## src/hdl/oirc_pkg.sv

```systemverilog
// Shared constants, result codes and control/status types for the origin identifier registry.
package oirc_pkg;

  localparam int TABLE_DEPTH_DEF = 64;
  localparam int ID_BYTES_DEF    = 16;

  localparam int CAP_W       = 7;
  localparam int STATUS_W    = 3;
  localparam int COUNT_W     = 7;
  localparam int HALF_W      = 64;
  localparam int APB_DATA_W  = 32;
  localparam int APB_ADDR_W  = 3;

  // Register index as decoded from paddr[2].
  localparam logic REG_CAPACITY = 1'b0;

  localparam logic [CAP_W-1:0] CAPACITY_RESET = 7'd64;

  typedef enum logic [STATUS_W-1:0] {
    ST_REGISTERED = 3'd0,
    ST_UNUSABLE   = 3'd1,
    ST_EXHAUSTED  = 3'd2,
    ST_MISSING    = 3'd3,
    ST_EXTERNAL   = 3'd4,
    ST_LOCAL      = 3'd5,
    ST_AMBIGUOUS  = 3'd6
  } status_t;

  typedef struct packed {
    logic load_item;
    logic dispatch;
    logic write_entry;
    logic scan_step;
    logic load_result;
  } ctrl_cmd_t;

  typedef struct packed {
    logic reg_ok;
    logic classify_scan;
    logic scan_last;
    logic out_free;
  } ctrl_sts_t;

endpackage

```

## src/hdl/oirc_controller.sv

```systemverilog
// Controller state machine sequencing accept, dispatch, table scan and result hand-off.
module oirc_controller (
  input  logic                clk,
  input  logic                rst,
  input  logic                item_valid,
  output logic                item_stall,
  output oirc_pkg::ctrl_cmd_t cmd,
  input  oirc_pkg::ctrl_sts_t sts
);
  import oirc_pkg::*;

  typedef enum logic [4:0] {
    S_IDLE     = 5'b00001,
    S_DISPATCH = 5'b00010,
    S_SCAN     = 5'b00100,
    S_DRAIN    = 5'b01000,
    S_FIN      = 5'b10000
  } state_t;

  state_t state;
  state_t state_next;

  assign item_stall = (state != S_IDLE);

  always_comb begin
    state_next = state;
    cmd        = '0;
    case (state)
      S_IDLE: begin
        if (item_valid) begin
          cmd.load_item = 1'b1;
          state_next    = S_DISPATCH;
        end
      end
      S_DISPATCH: begin
        cmd.dispatch    = 1'b1;
        cmd.write_entry = sts.reg_ok;
        state_next      = sts.classify_scan ? S_SCAN : S_FIN;
      end
      S_SCAN: begin
        cmd.scan_step = 1'b1;
        if (sts.scan_last) begin
          state_next = S_DRAIN;
        end
      end
      S_DRAIN: begin
        state_next = S_FIN;
      end
      S_FIN: begin
        if (sts.out_free) begin
          cmd.load_result = 1'b1;
          state_next      = S_IDLE;
        end
      end
      default: begin
        state_next = S_IDLE;
      end
    endcase
  end

  always_ff @(posedge clk) begin
    if (rst) begin
      state <= S_IDLE;
    end else begin
      state <= state_next;
    end
  end

  a_drain_to_fin: assert property (@(posedge clk) disable iff (rst)
    (state == S_DRAIN) |=> (state == S_FIN))
    else $error("drain cycle not followed by result stage");

  a_fin_hands_off: assert property (@(posedge clk) disable iff (rst)
    ((state == S_FIN) && sts.out_free) |=> (state == S_IDLE))
    else $error("result stage did not hand off with output free");

  a_scan_only_classify: assert property (@(posedge clk) disable iff (rst)
    ((state == S_DISPATCH) && sts.reg_ok) |=> (state == S_FIN))
    else $error("registration entered the table scan");

endmodule

```

## config.mk

```make
export PLATFORM = sky130hd
export DESIGN_NAME = oirc_controller
export DESIGN_NICKNAME = d
export VERILOG_FILES = /design/src/hdl/oirc_pkg.sv /design/src/hdl/oirc_controller.sv
export SDC_FILE = /design/constraint.sdc
export NUM_CORES = 1
export LEC_CHECK = 0
export BUFFER_PORTS_ARGS = -buffer_cell sky130_fd_sc_hd__buf_2
export CAP_MARGIN = 20
export CORE_AREA = 2 2 39 41
export DETAILED_ROUTE_END_ITERATION = 6
export DIE_AREA = 0 0 41 43
export PLACE_DENSITY_LB_ADDON = 0.25
export SYNTH_ARGS = -nofsm -noshare
export SYNTH_HDL_FRONTEND = slang
export SYNTH_SLANG_ARGS = --single-unit
export TNS_END_PERCENT = 1
```

## constraint.sdc

```tcl
create_clock -name clk -period 1.16 [get_ports clk]
set_input_delay 0.174 -clock clk [delete_from_list [all_inputs] [get_ports clk]]
set_output_delay 0.174 -clock clk [all_outputs]
set_load 0.02 [all_outputs]
```

# Word-level counts from Yosys, hierarchy flattened
# Cells that the tools add are included.
word_totals:
  reg_bits: 5
  latch_bits: 0
  mem_bits_rw: 0
  romBits: 0
  inputBits: 7
  wordCells: 22
  memories: 0
classes:
  add_sub_neg: 0
  mul: 0
  div_mod_pow: 0
  order_cmp: 0
  n_eq_ne: 9
  n_shift: 0
  muxes: 11
  bitwise: 0
  reduce_logical: 1
ops:
  columns: ["op", "n"]
  rows:
  - ["one-hot mux 5 bit (5 select lines)", 1]
  - ["two-way mux 5 bit", 4]
  - ["!= test 2 bit (second input constant)", 3]
  - ["equality test 5 x 1 -> 1 bit (second input constant)", 1]
  - ["equality test 5 x 2 -> 1 bit (second input constant)", 1]
  - ["equality test 5 x 3 -> 1 bit (second input constant)", 1]
  - ["equality test 5 x 4 -> 1 bit (second input constant)", 1]
  - ["equality test 5 bit (second input constant)", 1]
  - ["two-way mux 1 bit", 5]
  - ["!= test 5 x 1 -> 1 bit (second input constant)", 1]
  - ["AND reduction 3 bit", 1]
  - ["two-way mux 2 bit", 1]

# Longest topological paths before layout
# Gate-level depths: netlist of run 1.
logic_depth:
  depth_word: 3
  mapped_depth: 4
  mapped_depth_nobuf: 4

# Worst setup path before layout of run 1
# No wires, ideal clock.
synth_timing:
  kind: "register to output"
  from: "register state[4]"
  to: "output port cmd[2] in the netlist's numbering"
  arrival_ns: 1.392
  required_ns: 0.986
  setup_slack_ns: -0.406
  path_stages_with_launch: 4
  cell_sequence: "dfxtp_1 or3_4 nor2b_1 and2_1"
synth_rtl:
  columns: ["item", "line_no", "rtl"]
  rows:
  - ["start, declared", "oirc_controller.sv:20", "state_t state;"]
  - ["start signal, assigned", "oirc_controller.sv:65", "state <= state_next;"]
  - ["end, declared", "oirc_controller.sv:7", "output oirc_pkg::ctrl_cmd_t cmd,"]

==> results.yml, run 1 <==
run_status:
  outcome: "finished, violations left"
  violations: "negative setup slack"
pwr:
  worst_ir_drop_vdd_v: 0.000637
  power.density_nw_per_um2: 938
  leakage_nw: 0.276
layout:
  design_area_um2: 566
  top_register: "state"
  top_regs: "state x5"
  diodes: 0
  drive_gt1_frac: 0.609
  layout_common_cells: "11 x buf_4, 7 x buf_2"
  syn_to_final_growth_pct: 77.3
  layout_commonest_cell: "buf_4"
  fin_nets: 72
  largest_reg_flops: 5
  final_core_util: 0.409
  fill_cells: 138
critical_path:
  reg2regPathDepth: 5
  required_ns: 0.99
  r2r_slack_ns: -0.27
  path_delay_family: "simple AND/OR/NAND/NOR gates"
  slowest_delay_ns: 0.42
  cp_num_buf_inv: 1
  criticalPathCategory: "flop to output port"
  critPathMaxFanout: 3
  cp_cell_sequence: "or3_4, nor2b_4, and2_4, buf_6"
  crit_path_end_kind: "output port"
  worst-path-stages: 4
  crit_path_top_delay_cell: "or3_4"
  startpoint: "state[3]$_SDFFE_PP0P_"
  r2r-start: "state[3]$_SDFFE_PP0P_"
  worstSetupStartpointType: "flop"
  arrival_ns: 1.37
clock_tree:
  holdBufCountCts: 0
  clk_pin_slew_ns: 0.04
  cts_tree: "done"
  clk_path_buf_depth: 2
  htree_levels: 1
  numCtsBuffers: 3
  insertion_delay_ns: 0.24
  root_buffer: "clkbuf_4"
  clock-sinks: 5
floorplanning:
  die_y_um: 43
  initial_core_util: 0.231
  die_area_um2: 1760
  fp-row-count: 14
  ioPinCount: 13
  core-area_um2: 1380
  die_w_um: 41
sta:
  rsz0062_at_grt: "yes"
  maxSlewViolCount: 0
  worst_slew_pin_slew_ns: 0.285
  period_share: 1.33
  setup_ws_ns: -0.386
  fin_crit_ns: 1.55
  clock_skew_ns: 0.00124
  hold_viol_final: 0
  setup_violations: 11
  fmax_mhz: 647
  maxSlewHeadroom: 0.807
min_path:
  hold_path.class: "primary input to flop"
  min_delay_path_depth: 2
  hold_start: "sts[1]"
detailed_routing:
  drc: 0
  firstDrtPassIters: 3
  routedWlPerCell_um: 10.8
  vias_per_cell: 4.61
  vias: 369
  ant_nets: 0
  drt-total-wl_um: 861
  dr.first_iter.drc_count: 5
synthesis:
  synth_cell_types: 24
  mappedNetlistArea_um2: 319
  ys_ff_latch: 5
  synth.net_count: 46
  syn_inst: 39
  avgSynthCellArea_um2: 8.18
  yosysWarnings: 0
  yosysSeqAreaShare: 0.314
global_route:
  first_global_vias: 381
  grt_use_total: 0.134
  overflow: 0
  grt_pass1_wl_um: 1560
  grt_max_degree: 5
  antenna_found_initial: 0
flow_run:
  cap_violations: 0
place:
  dpl_cell_area_um2: 473
  gp_congestion: 0.689
  dpl.hpwl_um: 639
  portBuffers: 12
==> metrics by stage <==
step	std cells	TNS, ns	setup WS, ns	power (mW)	hold slack, ns
floorplan	39	-0.648	-0.151	0.252	0.292
global placement	75	-1.00	-0.184	0.305	0.415
detailed placement	75	-0.986	-0.176	0.304	0.417
CTS	80	-2.86	-0.392	0.534	0.169
global route	80	-3.36	-0.444	0.559	0.183
finish	80	-2.68	-0.386	0.531	0.171
==> power breakdown <==
group | switching (mW) | leakage (nW) | internal (mW)
clock network | 0.0719 | 0.0150 | 0.130
registers | 0.00686 | 0.0415 | 0.181
logic | 0.0646 | 0.220 | 0.0763
total | 0.143 | 0.276 | 0.387
==> cells in the mapped netlist <==
cell type,instances,area [µm²]
nand4b_1,1,8.76
nor2b_2,1,8.76
nand3b_1,1,7.51
and4_1,1,8.76
o41ai_1,1,8.76
or3_4,1,11.3
or4_1,1,7.51
mux2i_1,1,10.0
nand2_1,1,3.75
inv_1,3,11.3
and3_1,1,6.26
o22ai_1,1,6.26
a21oi_1,1,5.00
nor3b_2,1,12.5
nor2b_1,3,18.8
nand2b_1,1,6.26
nor2_1,5,18.8
and2_1,3,18.8
xor2_1,1,8.76
dfxtp_1,5,100
o21ai_0,2,10.0
and2b_1,1,7.51
o21ai_1,1,5.00
o31a_1,1,8.76
==> cell type report <==
cell class | instances | area, µm² | area share
inverters | 3 | 11.3 | 0.0199
clock buffers | 4 | 26.3 | 0.0465
multi-input cells | 31 | 253 | 0.447
repair buffers | 21 | 151 | 0.268
flip-flops and latches | 5 | 104 | 0.184
well taps | 16 | 20.0 | 0.0354
==> path summary, 6_finish.rpt <==
check                                to
hold / removal    state[3]$_SDFFE_PP0P_
hold reg to reg   state[2]$_SDFFE_PP0P_
setup reg to reg  state[3]$_SDFFE_PP0P_
setup / recovery                 cmd[4]
==> timing repair <==
action,in CTS,in global routing
endpoints found under the setup margin,11,11
pin swaps,2,2
gates resized for setup,18,2
setup buffers,1,0
==> cells by family after synthesis <==
group,synth area share
AOI/OAI and AO/OA,0.137
and+or+nand+nor,0.455
xor gates and xnor gates,0.0275
DFF,0.314
muxes,0.0314
buffers and inverters,0.0353
==> routing by layer <==
layer / global-route usage / up-vias / part of all wire
met5: 0 / - / 0
met4: 0.140 / 0 / 0.022
met3: 0 / 2 / 0.042
met2: 0.206 / 9 / 0.53
met1: 0.151 / 166 / 0.40
li1: - / 192 / -
(Power assumes the default switching activity.)
==> run 2, diff against run 1 <==
--- a/config.mk
+++ b/config.mk
@@ -10,6 +10,7 @@
 export CORE_AREA = 2 2 39 41
 export DETAILED_ROUTE_END_ITERATION = 6
 export DIE_AREA = 0 0 41 43
+export GPL_TIMING_DRIVEN = 0
 export PLACE_DENSITY_LB_ADDON = 0.25
 export SYNTH_ARGS = -nofsm -noshare
 export SYNTH_HDL_FRONTEND = slang
==> results.yml, run 2 (synthesis results as in run 1) <==
layout:
  diodes: 0
  drive_gt1_frac: 0.552
  layout_commonest_cell: "buf_2"
  syn_to_final_growth_pct: 61.6
  top_register: "state"
  layout_common_cells: "7 x buf_2, 5 x buf_4"
  design_area_um2: 515
  largest_reg_flops: 5
  fin_nets: 66
  top_regs: "state x5"
critical_path:
  required_ns: 0.99
  arrival_ns: 1.39
  criticalPathCategory: "flop to output port"
  worstSetupStartpointType: "flop"
  critPathMaxFanout: 4
  path_delay_family: "simple AND/OR/NAND/NOR gates"
  cp_num_buf_inv: 1
  rr_endpoint: "state[3]$_SDFFE_PP0P_"
  reg2regPathDepth: 5
  crit_path_top_delay_cell: "or3_4"
  r2r_slack_ns: -0.33
  cp_cell_sequence: "or3_4, nor2b_4, and2_4, buf_6"
  slowest_delay_ns: 0.43
  r2r-start: "state[2]$_SDFFE_PP0P_"
  crit_path_end_kind: "output port"
sta:
  fin_crit_ns: 1.57
  maxSlewHeadroom: 0.840
  setup_violations: 11
  rsz0062_at_grt: "yes"
  period_share: 1.35
  hold_viol_final: 0
  fmax_mhz: 638
  setup_ws_ns: -0.407
  worst_slew_pin_slew_ns: 0.236
  clock_skew_ns: 0.00130
  maxSlewViolCount: 0
detailed_routing:
  drt-total-wl_um: 745
  firstDrtPassIters: 2
  vias: 346
  dr.first_iter.drc_count: 1
  ant_nets: 0
  drc: 0
  vias_per_cell: 4.68
  routedWlPerCell_um: 10.1
global_route:
  grt_pass1_wl_um: 1320
  first_global_vias: 335
  grt_use_total: 0.124
  overflow: 0
  grt_max_degree: 7
  antenna_found_initial: 0
min_path:
  hold_start: "rst"
  holdPathEnd: "state[0]$_SDFFE_PP1P_"
  min_delay_path_depth: 3
  hold_path.class: "primary input to flop"
place:
  gp_congestion: 0.706
  portBuffers: 12
  dpl_cell_area_um2: 413
  dpl.hpwl_um: 538
clock_tree:
  root_buffer: "clkbuf_4"
  clk_pin_slew_ns: 0.05
  cts_tree: "done"
  numCtsBuffers: 3
  clock-sinks: 5
  clk_path_buf_depth: 2
  htree_levels: 1
  insertion_delay_ns: 0.25
  holdBufCountCts: 0
floorplanning:
  die_area_um2: 1760
  core-area_um2: 1380
  ioPinCount: 13
  fp-row-count: 14
  die_y_um: 43
  initial_core_util: 0.231
  die_w_um: 41
run_status:
  violations: "negative setup slack"
  outcome: "finished, violations left"
flow_run:
  cap_violations: 0
pwr:
  power.density_nw_per_um2: 995
  worst_ir_drop_vdd_v: 0.000322
  power.total_uw: 513
  leakage_nw: 0.243
[run 2: changes by cell type in the layout (fill, tap and decap cells not counted), moves of 2 or more]
| cell | change |
|---|---|
| buf_4 | -6 |
| dfxtp_2 | -2 |
| nor2_2 | +2 |
| nor2_4 | -2 |
| o21ai_1 | -2 |
[run 2: area by class of cell]
| type | instances | area, µm² |
|---|---|---|
| inverters | 3 | 11.3 |
| repair buffers | 15 | 106 |
| clock buffers | 4 | 26.3 |
| flip-flops and latches | 5 | 105 |
| fillers | 147 | 868 |
| well taps | 16 | 20.0 |
| multi-input cells | 31 | 246 |
[run 2: how the worst max path moves through the flow]
stage                                startpoint                    end  cells after the start
after floorplan           state[3]$_SDFFE_PP0P_                 cmd[2]                      3
after global placement    state[3]$_SDFFE_PP0P_  state[3]$_SDFFE_PP0P_                      4
after detailed placement  state[3]$_SDFFE_PP0P_                 cmd[4]                      4
after CTS                 state[2]$_SDFFE_PP0P_                 cmd[4]                      4
after global routing      state[2]$_SDFFE_PP0P_                 cmd[2]                      4
final                     state[2]$_SDFFE_PP0P_                 cmd[2]                      4
[run 2: worst reg2reg max path: stages (launching register included)]
cell and delay [ns]:
dfxtp_4 0.34, or3_4 0.43, buf_4 0.16, nor3b_4 0.20, nor2_2 0.07, and3_1 0.18
[run 2: repair_timing]
item | in CTS | in global routing
buffers inserted | 3 | 0
endpoints found under the setup margin | 11 | 11
pin swaps | 2 | 1
gates resized for setup | 14 | 4
[run 2: power breakdown]
group	switching, mW	internal (mW)	total, mW
combinational	0.0534	0.0632	0.117
clock	0.0783	0.130	0.209
sequential	0.00992	0.178	0.188
total	0.142	0.371	0.513
[run 2: per-stage QoR]
| step | setup slack, ns | TNS [ns] | std cells | util | hold WS, ns |
|---|---|---|---|---|---|
| floorplan | -0.151 | -0.648 | 39 | - | 0.292 |
| global placement | -0.227 | -1.41 | 67 | 0.298 | 0.422 |
| detailed placement | -0.222 | -1.43 | 67 | 0.298 | 0.421 |
| CTS | -0.410 | -3.07 | 74 | 0.362 | 0.170 |
| global route | -0.477 | -3.68 | 74 | 0.373 | 0.183 |
| finish | -0.407 | -2.98 | 74 | 0.373 | 0.176 |
[run 2: layer usage]
layer  part of all wire  routed length [µm]  up-vias  GRT usage
met1               0.41                 308      150      0.129
met5                  0                   0        -          0
li1                   -                   -      179          -
met2               0.48                 355       12      0.166
met4              0.047                  35        0      0.120
met3              0.060                  45        5     0.0628
